<file path="config.mk">
export PLATFORM = sky130hd
export DESIGN_NAME = round_robin_delay_task_table_flat
export DESIGN_NICKNAME = d
export VERILOG_FILES = /design/src/hw/rtl/rrdt_pkg.sv /design/src/hw/rtl/rrdt_if.sv /design/src/hw/rtl/rrdt_seq.sv /design/src/hw/rtl/round_robin_delay_task_table.sv /design/src/flat_wrapper.sv
export SDC_FILE = /design/constraint.sdc
export NUM_CORES = 1
export LEC_CHECK = 0
export ABC_AREA = 1
export BUFFER_PORTS_ARGS = -buffer_cell sky130_fd_sc_hd__buf_2
export CORE_UTILIZATION = 43
export DETAILED_ROUTE_END_ITERATION = 10
export PLACE_DENSITY_LB_ADDON = 0.15
export SLEW_MARGIN = 20
export SYNTH_ARGS = -nofsm -noshare
export SYNTH_HDL_FRONTEND = slang
export SYNTH_SLANG_ARGS = --single-unit
export TNS_END_PERCENT = 1
</file>
<file path="constraint.sdc">
create_clock -name clock -period 3.4 [get_ports clock]
set_input_delay 0.68 -clock clock [delete_from_list [all_inputs] [get_ports clock]]
set_output_delay 0.68 -clock clock [all_outputs]
set_load 0.03 [all_outputs]
</file>
<file path="src/hw/rtl/rrdt_pkg.sv">
// Shared types, constants and the microcode table of the round-robin delay task table.
// Used by rrdt_seq and round_robin_delay_task_table; it has no dependencies of its own.
package rrdt_pkg;

   localparam int TASK_SLOTS = 8;
   localparam int SLOT_W = (TASK_SLOTS > 1) ? $clog2(TASK_SLOTS) : 1;
   localparam int SLOT_IDX_W = 3;
   localparam int HANDLE_W = 16;
   localparam int TICKS_W = 16;

   typedef logic [SLOT_W-1:0] slot_type;
   typedef logic [HANDLE_W-1:0] handle_type;
   typedef logic [TICKS_W-1:0] ticks_type;

   typedef enum logic [1:0] {
      OP_ADD      = 2'd0,
      OP_TICK     = 2'd1,
      OP_DISPATCH = 2'd2,
      OP_FIND     = 2'd3
   } op_type;

   typedef enum logic [1:0] {
      ST_OK         = 2'd0,
      ST_FULL       = 2'd1,
      ST_NONE       = 2'd2,
      ST_BAD_HANDLE = 2'd3
   } status_type;

   // Microcode addresses.
   typedef enum logic [1:0] {
      UPC_FETCH  = 2'd0,
      UPC_SCREEN = 2'd1,
      UPC_SCAN   = 2'd2,
      UPC_EMIT   = 2'd3
   } upc_type;

   // Jump conditions that a control word can test.
   typedef enum logic [1:0] {
      COND_REQ  = 2'd0,
      COND_BAD  = 2'd1,
      COND_DONE = 2'd2,
      COND_RSP  = 2'd3
   } cond_type;

   // Datapath enables of one microcode step.
   typedef struct packed {
      logic load;
      logic screen;
      logic scan;
      logic emit;
   } ctrl_type;

   // Condition flags from the datapath to the sequencer.
   typedef struct packed {
      logic req_fire;
      logic bad_handle;
      logic scan_done;
      logic rsp_fire;
   } flags_type;

   typedef struct packed {
      ctrl_type ctrl;
      cond_type cond;
      upc_type  seq_next;
      upc_type  jump;
   } uword_type;

   // The control store: when the tested condition is true the step jumps,
   // otherwise it goes to its sequential successor.
   function automatic uword_type ucode(input upc_type addr);
      uword_type w;
      w = '{ctrl: '0, cond: COND_REQ, seq_next: UPC_FETCH, jump: UPC_FETCH};
      case (addr)
         UPC_FETCH: begin
            w.ctrl.load = 1'b1;
            w.cond      = COND_REQ;
            w.seq_next  = UPC_FETCH;
            w.jump      = UPC_SCREEN;
         end
         UPC_SCREEN: begin
            w.ctrl.screen = 1'b1;
            w.cond        = COND_BAD;
            w.seq_next    = UPC_SCAN;
            w.jump        = UPC_EMIT;
         end
         UPC_SCAN: begin
            w.ctrl.scan = 1'b1;
            w.cond      = COND_DONE;
            w.seq_next  = UPC_SCAN;
            w.jump      = UPC_EMIT;
         end
         UPC_EMIT: begin
            w.ctrl.emit = 1'b1;
            w.cond      = COND_RSP;
            w.seq_next  = UPC_EMIT;
            w.jump      = UPC_FETCH;
         end
         default: begin
            w.cond = COND_REQ;
         end
      endcase
      return w;
   endfunction

   // Round-robin successor of a slot number.
   function automatic slot_type next_slot(input slot_type s);
      slot_type n;
      if (s == SLOT_W'(TASK_SLOTS - 1)) begin
         n = '0;
      end else begin
         n = s + SLOT_W'(1);
      end
      return n;
   endfunction

endpackage

</file>
<file path="src/hw/rtl/rrdt_if.sv">
// Request and response channel interfaces of the round-robin delay task table.
// Field widths come from rrdt_pkg.
interface rrdt_req_if;
   logic                         valid;
   logic                         ready;
   logic [1:0]                   opcode;
   logic [rrdt_pkg::HANDLE_W-1:0] task_handle;
   logic [rrdt_pkg::TICKS_W-1:0]  delay_ticks;
   logic [rrdt_pkg::TICKS_W-1:0]  repeat_ticks;

   modport source (output valid, opcode, task_handle, delay_ticks, repeat_ticks,
                   input ready);
   modport sink (input valid, opcode, task_handle, delay_ticks, repeat_ticks,
                 output ready);
endinterface

interface rrdt_rsp_if;
   logic                            valid;
   logic                            ready;
   logic [1:0]                      status;
   logic [rrdt_pkg::SLOT_IDX_W-1:0] slot_index;
   logic [rrdt_pkg::HANDLE_W-1:0]   run_handle;

   modport source (output valid, status, slot_index, run_handle, input ready);
   modport sink (input valid, status, slot_index, run_handle, output ready);
endinterface

</file>
<file path="src/hw/rtl/rrdt_seq.sv">
// Microcode sequencer: step counter, control store lookup and conditional jumps.
// Depends on rrdt_pkg for the control word, flag and address types.
module rrdt_seq (
   input  logic                clock,
   input  logic                reset,
   input  rrdt_pkg::flags_type flags,
   output rrdt_pkg::ctrl_type  ctrl
);

   rrdt_pkg::upc_type   upc_ff;
   rrdt_pkg::upc_type   upc_in;
   rrdt_pkg::uword_type uword;
   logic                take_jump;

   always_ff @(posedge clock) begin
      if (reset) begin
         upc_ff <= rrdt_pkg::UPC_FETCH;
      end else begin
         upc_ff <= upc_in;
      end
   end

   always_comb begin
      uword = rrdt_pkg::ucode(upc_ff);
      case (uword.cond)
         rrdt_pkg::COND_REQ:  take_jump = flags.req_fire;
         rrdt_pkg::COND_BAD:  take_jump = flags.bad_handle;
         rrdt_pkg::COND_DONE: take_jump = flags.scan_done;
         rrdt_pkg::COND_RSP:  take_jump = flags.rsp_fire;
         default:             take_jump = 1'b0;
      endcase
      upc_in = take_jump ? uword.jump : uword.seq_next;
      ctrl   = uword.ctrl;
   end

endmodule

</file>
<file path="src/hw/rtl/round_robin_delay_task_table.sv">
// A table of TASK_SLOTS task slots, each holding a handle, a countdown delay and a repeat
// period. One request word is taken at a time and answered by exactly one response word.
// A request takes one fetch step, one handle screening step, up to TASK_SLOTS scan steps
// and one step that presents the response until it is taken; the scan visits one slot
// per cycle. An add or find with an invalid handle skips the scan. Tick, an add to a full
// table and a dispatch or find that comes up empty scan every slot. Reset clears all
// slots and the round-robin pointer at once; the next request can be taken right after.
// Depends on rrdt_pkg, rrdt_if.sv and rrdt_seq.
module round_robin_delay_task_table (
   input  logic              clock,
   input  logic              reset,
   rrdt_req_if.sink          req_chan,
   rrdt_rsp_if.source        rsp_chan
);

   localparam int N = rrdt_pkg::TASK_SLOTS;

   rrdt_pkg::ctrl_type   ctrl;
   rrdt_pkg::flags_type  flags;

   rrdt_pkg::handle_type slot_handle_ff [N];
   rrdt_pkg::handle_type slot_handle_in [N];
   rrdt_pkg::ticks_type  slot_delay_ff  [N];
   rrdt_pkg::ticks_type  slot_delay_in  [N];
   rrdt_pkg::ticks_type  slot_repeat_ff [N];
   rrdt_pkg::ticks_type  slot_repeat_in [N];
   rrdt_pkg::slot_type   last_served_ff;
   rrdt_pkg::slot_type   last_served_in;

   rrdt_pkg::op_type     op_ff, op_in;
   rrdt_pkg::handle_type handle_ff, handle_in;
   rrdt_pkg::ticks_type  delay_ff, delay_in;
   rrdt_pkg::ticks_type  repeat_ff, repeat_in;
   rrdt_pkg::slot_type   idx_ff, idx_in;
   rrdt_pkg::slot_type   cnt_ff, cnt_in;

   rrdt_pkg::status_type status_ff, status_in;
   rrdt_pkg::slot_type   slot_ff, slot_in;
   rrdt_pkg::handle_type run_ff, run_in;

   rrdt_pkg::handle_type cur_handle;
   rrdt_pkg::ticks_type  cur_delay;
   rrdt_pkg::ticks_type  cur_repeat;
   logic                 hit;
   logic                 last;

   rrdt_seq u_seq (
      .clock (clock),
      .reset (reset),
      .flags (flags),
      .ctrl  (ctrl)
   );

   assign req_chan.ready      = ctrl.load;
   assign rsp_chan.valid      = ctrl.emit;
   assign rsp_chan.status     = status_ff;
   assign rsp_chan.slot_index = rrdt_pkg::SLOT_IDX_W'(slot_ff);
   assign rsp_chan.run_handle = run_ff;

   assign cur_handle = slot_handle_ff[idx_ff];
   assign cur_delay  = slot_delay_ff[idx_ff];
   assign cur_repeat = slot_repeat_ff[idx_ff];
   assign last       = (cnt_ff == rrdt_pkg::SLOT_W'(N - 1));

   always_comb begin
      case (op_ff)
         rrdt_pkg::OP_ADD:      hit = (cur_handle == '0);
         rrdt_pkg::OP_TICK:     hit = 1'b0;
         rrdt_pkg::OP_DISPATCH: hit = (cur_handle != '0) && (cur_delay == '0);
         rrdt_pkg::OP_FIND:     hit = (cur_handle == handle_ff);
         default:               hit = 1'b0;
      endcase
   end

   always_comb begin
      flags.req_fire   = req_chan.valid && ctrl.load;
      flags.bad_handle = ((op_ff == rrdt_pkg::OP_ADD) || (op_ff == rrdt_pkg::OP_FIND))
                         && (handle_ff == '0);
      flags.scan_done  = hit || last;
      flags.rsp_fire   = ctrl.emit && rsp_chan.ready;
   end

   always_comb begin
      slot_handle_in = slot_handle_ff;
      slot_delay_in  = slot_delay_ff;
      slot_repeat_in = slot_repeat_ff;
      last_served_in = last_served_ff;
      op_in          = op_ff;
      handle_in      = handle_ff;
      delay_in       = delay_ff;
      repeat_in      = repeat_ff;
      idx_in         = idx_ff;
      cnt_in         = cnt_ff;
      status_in      = status_ff;
      slot_in        = slot_ff;
      run_in         = run_ff;

      if (flags.req_fire) begin
         op_in     = rrdt_pkg::op_type'(req_chan.opcode);
         handle_in = req_chan.task_handle;
         delay_in  = req_chan.delay_ticks;
         repeat_in = req_chan.repeat_ticks;
         cnt_in    = '0;
         // Dispatch starts one slot past the last one served; the others start at slot zero.
         if (rrdt_pkg::op_type'(req_chan.opcode) == rrdt_pkg::OP_DISPATCH) begin
            idx_in = rrdt_pkg::next_slot(last_served_ff);
         end else begin
            idx_in = '0;
         end
      end

      if (ctrl.screen && flags.bad_handle) begin
         status_in = rrdt_pkg::ST_BAD_HANDLE;
         slot_in   = '0;
         run_in    = '0;
      end

      if (ctrl.scan) begin
         if ((op_ff == rrdt_pkg::OP_TICK) && (cur_delay != '0)) begin
            slot_delay_in[idx_ff] = cur_delay - rrdt_pkg::TICKS_W'(1);
         end
         if (hit) begin
            status_in = rrdt_pkg::ST_OK;
            slot_in   = idx_ff;
            run_in    = '0;
            if (op_ff == rrdt_pkg::OP_ADD) begin
               slot_handle_in[idx_ff] = handle_ff;
               slot_delay_in[idx_ff]  = delay_ff;
               slot_repeat_in[idx_ff] = repeat_ff;
            end else if (op_ff == rrdt_pkg::OP_DISPATCH) begin
               run_in         = cur_handle;
               last_served_in = idx_ff;
               if (cur_repeat != '0) begin
                  slot_delay_in[idx_ff] = cur_repeat;
               end else begin
                  slot_handle_in[idx_ff] = '0;
                  slot_delay_in[idx_ff]  = '0;
                  slot_repeat_in[idx_ff] = '0;
               end
            end
         end else if (last) begin
            slot_in = '0;
            run_in  = '0;
            case (op_ff)
               rrdt_pkg::OP_ADD:  status_in = rrdt_pkg::ST_FULL;
               rrdt_pkg::OP_TICK: status_in = rrdt_pkg::ST_OK;
               default:           status_in = rrdt_pkg::ST_NONE;
            endcase
         end else begin
            idx_in = rrdt_pkg::next_slot(idx_ff);
            cnt_in = cnt_ff + rrdt_pkg::SLOT_W'(1);
         end
      end
   end

   always_ff @(posedge clock) begin
      if (reset) begin
         for (int i = 0; i < N; i++) begin
            slot_handle_ff[i] <= '0;
            slot_delay_ff[i]  <= '0;
            slot_repeat_ff[i] <= '0;
         end
         last_served_ff <= '0;
      end else begin
         slot_handle_ff <= slot_handle_in;
         slot_delay_ff  <= slot_delay_in;
         slot_repeat_ff <= slot_repeat_in;
         last_served_ff <= last_served_in;
      end
   end

   always_ff @(posedge clock) begin
      op_ff     <= op_in;
      handle_ff <= handle_in;
      delay_ff  <= delay_in;
      repeat_ff <= repeat_in;
      idx_ff    <= idx_in;
      cnt_ff    <= cnt_in;
      status_ff <= status_in;
      slot_ff   <= slot_in;
      run_ff    <= run_in;
   end

   // Only one request is in flight, so a pending response blocks new requests.
   a_one_in_flight: assert property (@(posedge clock) disable iff (reset)
      rsp_chan.valid |-> !req_chan.ready)
      else $error("request taken while a response is pending");

   // A failed request reports no slot and no handle.
   a_fail_clean: assert property (@(posedge clock) disable iff (reset)
      (rsp_chan.valid && (status_ff != rrdt_pkg::ST_OK))
      |-> ((slot_ff == '0) && (run_ff == '0)))
      else $error("failed request carries a slot or handle");

   // Only a dispatch hands out a task handle.
   a_run_only_dispatch: assert property (@(posedge clock) disable iff (reset)
      (rsp_chan.valid && (run_ff != '0)) |-> (op_ff == rrdt_pkg::OP_DISPATCH))
      else $error("run handle on a request other than dispatch");

   // The sequencer comes out of reset ready for a request.
   a_reset_fetch: assert property (@(posedge clock)
      (!reset && $past(reset)) |-> req_chan.ready)
      else $error("sequencer not at fetch after reset");

endmodule

</file>
<file path="src/flat_wrapper.sv">
// flat-port wrapper written by rule: the top's interface ports become plain ports
module round_robin_delay_task_table_flat 
  (clock, reset, req_chan_valid, req_chan_opcode, req_chan_task_handle, req_chan_delay_ticks, req_chan_repeat_ticks, req_chan_ready, rsp_chan_valid, rsp_chan_status, rsp_chan_slot_index, rsp_chan_run_handle, rsp_chan_ready);
  rrdt_req_if req_chan_i ();
  rrdt_rsp_if rsp_chan_i ();
  input  logic clock;
  input  logic reset;
  input wire logic [$bits(req_chan_i.valid)-1:0] req_chan_valid;
  input wire logic [$bits(req_chan_i.opcode)-1:0] req_chan_opcode;
  input wire logic [$bits(req_chan_i.task_handle)-1:0] req_chan_task_handle;
  input wire logic [$bits(req_chan_i.delay_ticks)-1:0] req_chan_delay_ticks;
  input wire logic [$bits(req_chan_i.repeat_ticks)-1:0] req_chan_repeat_ticks;
  output wire logic [$bits(req_chan_i.ready)-1:0] req_chan_ready;
  output wire logic [$bits(rsp_chan_i.valid)-1:0] rsp_chan_valid;
  output wire logic [$bits(rsp_chan_i.status)-1:0] rsp_chan_status;
  output wire logic [$bits(rsp_chan_i.slot_index)-1:0] rsp_chan_slot_index;
  output wire logic [$bits(rsp_chan_i.run_handle)-1:0] rsp_chan_run_handle;
  input wire logic [$bits(rsp_chan_i.ready)-1:0] rsp_chan_ready;
  assign req_chan_i.valid = req_chan_valid;
  assign req_chan_i.opcode = req_chan_opcode;
  assign req_chan_i.task_handle = req_chan_task_handle;
  assign req_chan_i.delay_ticks = req_chan_delay_ticks;
  assign req_chan_i.repeat_ticks = req_chan_repeat_ticks;
  assign req_chan_ready = req_chan_i.ready;
  assign rsp_chan_valid = rsp_chan_i.valid;
  assign rsp_chan_status = rsp_chan_i.status;
  assign rsp_chan_slot_index = rsp_chan_i.slot_index;
  assign rsp_chan_run_handle = rsp_chan_i.run_handle;
  assign rsp_chan_i.ready = rsp_chan_ready;
  round_robin_delay_task_table u_core (.clock(clock), .reset(reset), .req_chan(req_chan_i), .rsp_chan(rsp_chan_i));
endmodule
</file>
# --- Word-level counts from Yosys, hierarchy flattened ---
# Index checks and enable logic that the tools add are counted.
word_totals:
  elab_cells: 145
  register_bits: 466
  inputBits: 54
  out_inout_bits: 23
op_classes:
  n_addsub: 4
  magnitude_cmp: 2
  n_reduce_logical: 21
  muxes: 62
  bitwise_logic: 6
  eq_ne: 15
op_table:
  columns: ["cell", "count"]
  rows:
  - ["$mux 128", 12]
  - ["$bwmux 128", 5]
  - ["$and 128x128->128", 3]
  - ["$mux 16", 13]
  - ["$bmux 16 s3", 3]
  - ["$not 128->128", 1]
  - ["$demux 16 s3", 1]
  - ["$logic_not 16->1", 3]
  - ["$reduce_bool 16->1", 3]
  - ["$mux 3", 15]
  - ["$pmux 6 s4", 1]
  - ["$eq 16x16->1", 1]
  - ["$sub 16x1->16 const B", 1]
  - ["$eq 2x2->1 const B", 7]
  - ["$mux 2", 5]
  - ["$add 3x1->3 const B", 3]
  - ["$eq 3x3->1 const B", 3]
  - ["$pmux 1 s4", 2]
  - ["$reduce_and 4->1", 2]
  - ["$logic_and 1x1->1", 7]
  - ["$eq 2x1->1 const B", 3]
  - ["$logic_not 2->1", 3]
  - ["$ge 4x4->1 const B", 1]
  - ["$lt 4x1->1 const B", 1]
  - ["other kinds (7)", 11]

# --- Depth between registers and ports, before layout ---
logic_depth:
  word_depth: 13
  depth_mapped: 27
  mapped_depth_nobuf: 23

# --- By module ---
# From an unflattened synthesis, not the netlist that was laid out.
hier_totals:
  cells_unflattened: 4529
  area_unflattened_um2: 27620.2
modules_own_cells:
  columns: ["mod", "cells_per_inst", "n_inst", "seq_area_each_um2", "area_per_inst_um2"]
  rows:
  - ["round_robin_delay_task_table", 4493, 1, 9789.4, 27368.7]
  - ["rrdt_seq", 36, 1, 40.0, 251.5]

# --- Worst setup path before layout ---
# No wires, ideal clock.
synth_timing:
  kind: "register to register"
  start: "reg u_core.idx_ff[0]"
  end: "reg (tool-made name)"
  stages_incl_launch_ff: 26
  setup_ns: 0.117
  period_less_slack_ns: 3.243
  n_path_buf: 6
  arrival_ns: 3.126
  t_required_ns: 3.283
  path_slack_ns: 0.157
  path_cell_list: "dfxtp_1 buf_4 buf_4 buf_6 buf_2 nand2_1 a21oi_1 o21ai_0 nand2_1 inv_2 ha_1 nand3_1 nor2_2 nand3_1 nor2_2 nand3_1 nand3_2 nand2_4 inv_2 buf_6 nand2_1 nand2_1 inv_2 buf_4 o21ai_0 nor2_1"
synth_rtl:
  columns: ["element", "line", "rtl"]
  rows:
  - ["from (decl)", "round_robin_delay_task_table.sv:34", "rrdt_pkg::slot_type idx_ff, idx_in;"]
  - ["from (signal assigned)", "round_robin_delay_task_table.sv:177", "idx_ff <= idx_in;"]

# --- Final worst setup path ---
layout_timing:
  start: "reg u_core.idx_ff[0]"
  end: "reg u_core.slot_repeat_ff[100] in the netlist's numbering"
layout_via:
  elab_chain_len: 10
  elab_cells_between_ends: 30
  classes_between: "order compare (2); eq/ne (2); mux (16); bitwise (3); reduce/logical (7)"
layout_rtl:
  columns: ["element", "line", "rtl"]
  rows:
  - ["$not 3->4 (implied by the code) (*)", null, null]
  - ["$ge 4x4->1 (implied by the code) or $lt 4x1->1 (tied branches)", "round_robin_delay_task_table.sv:129, round_robin_delay_task_table.sv:138", null]
  - ["$logic_and 1x1->1 (implied by the code)", "round_robin_delay_task_table.sv:129, round_robin_delay_task_table.sv:138", null]
  - ["$mux 16 (implied by the code)", "round_robin_delay_task_table.sv:129, round_robin_delay_task_table.sv:138", null]
  - ["$demux 16 s3", "round_robin_delay_task_table.sv:129, round_robin_delay_task_table.sv:138", null]
  - ["$not 128->128 (no line)", null, null]
  - ["$and 128x128->128 (no line)", null, null]
  - ["$mux 128", "round_robin_delay_task_table.sv:133", "if (cur_repeat != '0) begin"]
  - ["$mux 128", "round_robin_delay_task_table.sv:130", "end else if (op_ff == rrdt_pkg::OP_DISPATCH) begin"]
  - ["$mux 128", "round_robin_delay_task_table.sv:126", "if (op_ff == rrdt_pkg::OP_ADD) begin"]
  - ["to (signal assigned)", "round_robin_delay_task_table.sv:167", "slot_repeat_ff <= slot_repeat_in;"]
  - ["to (decl)", "round_robin_delay_task_table.sv:25", "rrdt_pkg::ticks_type slot_repeat_ff [N];"]
# Every way passes the cells marked *; elsewhere a longest branch is shown, timed or not. The select of a mux whose other input is x is not followed.
# A chain may end at the register's enable or synchronous reset.

==> insert_results.sql <==
INSERT INTO impl_metrics (metric_group, metric, value, unit) VALUES
('clock_network', 'htreeDepth', '2', ''),
('power_and_ir_drop', 'p_leak', '15.53', 'nW'),
('synthesis', 'yosysSeqAreaShare', '35.31', '%'),
('hold_path', 'whs_endpoint', 'u_core.delay_ff[15]', ''),
('drt', 'drt_drc_violations_left', '0', ''),
('synthesis', 'syn-instance-count', '4639', ''),
('hold_path', 'timing.hold.worst_path_depth', '1', ''),
('drt', 'detailedRoute.firstIterationViolations', '4095', ''),
('power_and_ir_drop', 'power_frac_seq', '26.0', '%'),
('final_layout', 'num-fill-cells', '6477', ''),
('clock_network', 'cts_root_buffer', 'clkbuf_16', ''),
('placement', 'weighted_congestion_at_the_end_of_routability_driven_global_placement', '1.009', ''),
('clock_network', 'worst_setup_hold_path_clk_slew', '60', 'ps'),
('floorplan', 'effective_utilization_at_floorplan', '43.81', '%'),
('drt', 'detailroute.via_count', '31290', ''),
('clock_network', 'cts_tree', 'yes', ''),
('placement', 'numPlacedInstances', '5695', ''),
('synthesis', 'synth_compound_area_share', '11.29', '%'),
('final_layout', 'area_growth_syn_to_layout', '24.09', '%'),
('drt', 'detail_route.wirelength', '118200', 'um'),
('timing', 'rsz0062_at_grt', 'yes', ''),
('floorplan', 'core_region', '63540', 'um^2'),
('synthesis', 'number_of_different_library_cells_in_the_post_synthesis_netlist', '47', ''),
('synthesis', 'synth_fa_ha_area_share', '0.8990', '%'),
('global_routing', 'number_of_global_route_vias_before_repair', '27810', ''),
('synthesis', 'post_syn_area', '27830', 'um^2'),
('synthesis', 'number_of_synthesized_register_bits', '466', ''),
('global_routing', 'global_route.usage.met3', '6.109', '%'),
('power_and_ir_drop', 'ir_drop', '0.5960', 'mV'),
('placement', 'post_dp_cell_area', '31890', 'um^2'),
('placement', 'hpwlAfterDp', '82270', 'um'),
('timing', 'min_clock_period_post_route', '3395', 'ps'),
('synthesis', 'async_reset_ff_share', '0', '%'),
('final_layout', 'layoutNonFillerInstCount', '5834', ''),
('timing', 'clock-skew-final', '30.11', 'ps'),
('synthesis', 'number_of_warnings_printed_during_yosys_synthesis', '0', ''),
('clock_network', 'clock_buffer_count_from_cts', '56', ''),
('clock_network', 'clk_path_buf_depth', '3', ''),
('critical_path', 'crit_fanout', '16', ''),
('power_and_ir_drop', 'power_internal', '0.01489', 'W'),
('critical_path', 'cp_data_arrival_time', '3980', 'ps'),
('global_routing', 'grtUsageMet1', '45.55', '%'),
('timing', 'hold_viol_final', '0', ''),
('timing', 'final_max_slew_viol_count', '0', ''),
('drt', 'drtAntennaViolNets', '0', ''),
('timing', 'hold_ws', '194.5', 'ps'),
('run', 'maxCapViolations', '0', ''),
('critical_path', 'cp-end-kind', 'flop', ''),
('final_layout', 'fin_util', '54.36', '%'),
('timing', 'setup_viol', '0', ''),
('power_and_ir_drop', 'powerDensity', '796.8', 'nW/um^2'),
('hold_path', 'holdCritPathClass', 'in -> reg', ''),
('power_and_ir_drop', 'switching_share', '45.92', '%'),
('power_and_ir_drop', 'power.share.combinational', '51.3', '%'),
('final_layout', 'drive_gt1_share', '14.50', '%'),
('power_and_ir_drop', 'switching_power', '0.01264', 'W'),
('timing', 'worst-slew-pin-transition', '1127', 'ps'),
('synthesis', 'postSynthNetCount', '4713', ''),
('synthesis', 'yosys-mux-area-fraction', '0', '%'),
('critical_path', 'category_of_the_critical_setup_timing_path', 'reg -> reg', ''),
('synthesis', 'postSynthAreaPerCell', '6.000', 'um^2'),
('synthesis', 'synth-edff-count', '50', ''),
('global_routing', 'grt_usage', '34.41', '%'),
('floorplan', 'boundary_pins', '77', ''),
('global_routing', 'grt_util_met2', '53.25', '%'),
('synthesis', 'post_synth_and_or_nand_nor_area_fraction', '43.28', '%'),
('final_layout', 'final_area', '34540', 'um^2'),
('timing', 'slew_headroom', '24.86', '%'),
('status', 'outcome', 'completed', ''),
('synthesis', 'synth-main-ff-cell', 'dfxtp_1', ''),
('drt', 'detail_route.wl_per_cell', '20.25', 'um');
==> layout make-up <==
type	instances	area [um^2]	area share, %
clock buffer	80	1603	4.640
tap	846	1059	3.065
multi-input combinational	3629	15800	45.75
antenna	1	2.502	0.007245
timing repair buffer	527	4961	14.36
inverter	259	994.7	2.880
clock inverter	26	279.0	0.8078
sequential	466	9841	28.49
==> stage by stage <==
stage	total power (W)	worst slack [ps]
2_1_floorplan	0.01399	157.1
6_report	0.02752	4.508
4_1_cts	0.02657	6.021
3_3_place_gp	0.02026	-201.0
3_5_place_dp	0.02028	-198.8
5_1_grt	0.02864	-122.3
==> logic make-up after synthesis <==
family,count (synthesis)
AOI/OAI and AO/OA,556
xor gates and xnor gates,17
adders and majority gates,20
buffers and inverters,544
DFF,466
and+or+nand+nor,3036
==> power by group through the flow <==
stage | combinational (W) | sequential [W] | clock (W)
floorplan | 0.00702 | 0.00698 | 0
global placement | 0.0130 | 0.00722 | 0
detailed placement | 0.0131 | 0.00721 | 0
CTS | 0.0132 | 0.00711 | 0.00629
global route | 0.0149 | 0.00723 | 0.00649
finish | 0.0141 | 0.00716 | 0.00624
==> layer usage <==
layer / vias up / share of wire [%]
met5: - / 0.021
met4: 4 / 6.0
met3: 345 / 10
met2: 1646 / 43
met1: 14120 / 41
li1: 15170 / -
==> placed cells by master, fill, tap and decap left out, drive strengths merged, types with 3 or more instances in the layout <==
cell    netlist  layout
xor2         15      15
bufinv        0       4
or2           6       6
nand4         7       7
edfxtp       50      50
o31ai         5       5
nand2      1793    1793
clkbuf       96      92
dfxtp       416     416
and2          3       3
clkinv        3      23
a31oi         8       8
nand3b        3       3
nor2        955     955
o21ai       306     306
nor3         48      48
o22ai        17      17
nor3b        15      15
buf         189     515
o211ai       91      91
a22oi        19      19
ha           20      20
inv         256     257
nand3       202     202
a21oi       101     101
==> worst max-delay path by stage <==
stage	from	endpoint	slack (ps)	depth (start not counted)
after global placement	u_core.idx_ff[0]	flop	-200	19
after global routing	u_core.idx_ff[0]	u_core.slot_handle_ff[102]	-120	26
after detailed placement	u_core.idx_ff[0]	flop	-200	20
after CTS	u_core.idx_ff[0]	flop	6	26
after floorplan	u_core.idx_ff[0]	flop	160	25
final	u_core.idx_ff[0]	u_core.slot_repeat_ff[100]	5	25
==> synth_stat cells, drive strengths merged (2+ instances only) <==
master   number  share of area (%)
nand2      1793                 24
nor2        955                 13
dfxtp       416                 30
o21ai       306                5.5
inv         256                3.5
nand3       202                3.7
buf         189                3.9
a21oi       101                1.8
clkbuf       96                1.3
o211ai       91                2.5
edfxtp       50                5.4
nor3         48               0.86
ha           20               0.90
a22oi        19               0.51
o22ai        17               0.38
nor3b        15               0.40
xor2         15               0.47
a31oi         8               0.18
nand4         7               0.16
or2           6               0.13
o31ai         5               0.13
and2          3              0.067
clkinv        3              0.040
nand3b        3              0.081
a31o          2              0.063
and3          2              0.045
nor4          2              0.045
o21bai        2              0.054
o2bb2ai       2              0.063
xnor2         2              0.063
==> worst max-delay path: stages, from the launching register on <==
cell and delay [ps]:
dfxtp_4 430, inv_8 80, clkbuf_16 200, buf_16 170, nand2_1 60, nand2_1 40, nand2_1 60, nand2_1 50
nand2_1 70, nand2_1 120, nand2_1 80, nand2_1 120, nor2_1 110, nand2_1 130, nor2_2 140, nand3_2 130
nand3_2 130, nand2_4 100, nor2_8 130, nand2_8 100, buf_4 190, nor2_8 140, buf_4 180, clkbuf_16 180
nor2_1 40, nor2_1 110
==> what timing repair did <==
item | in CTS | in global routing
hold buffers | 0 | 0
gates resized for setup | 9 | 77
endpoints found under the setup margin | 300 | 395
gates cloned | 0 | 13
pin swaps | 0 | 14
setup buffers | 0 | 19
Note: power is estimated with default switching activity, not from simulation.
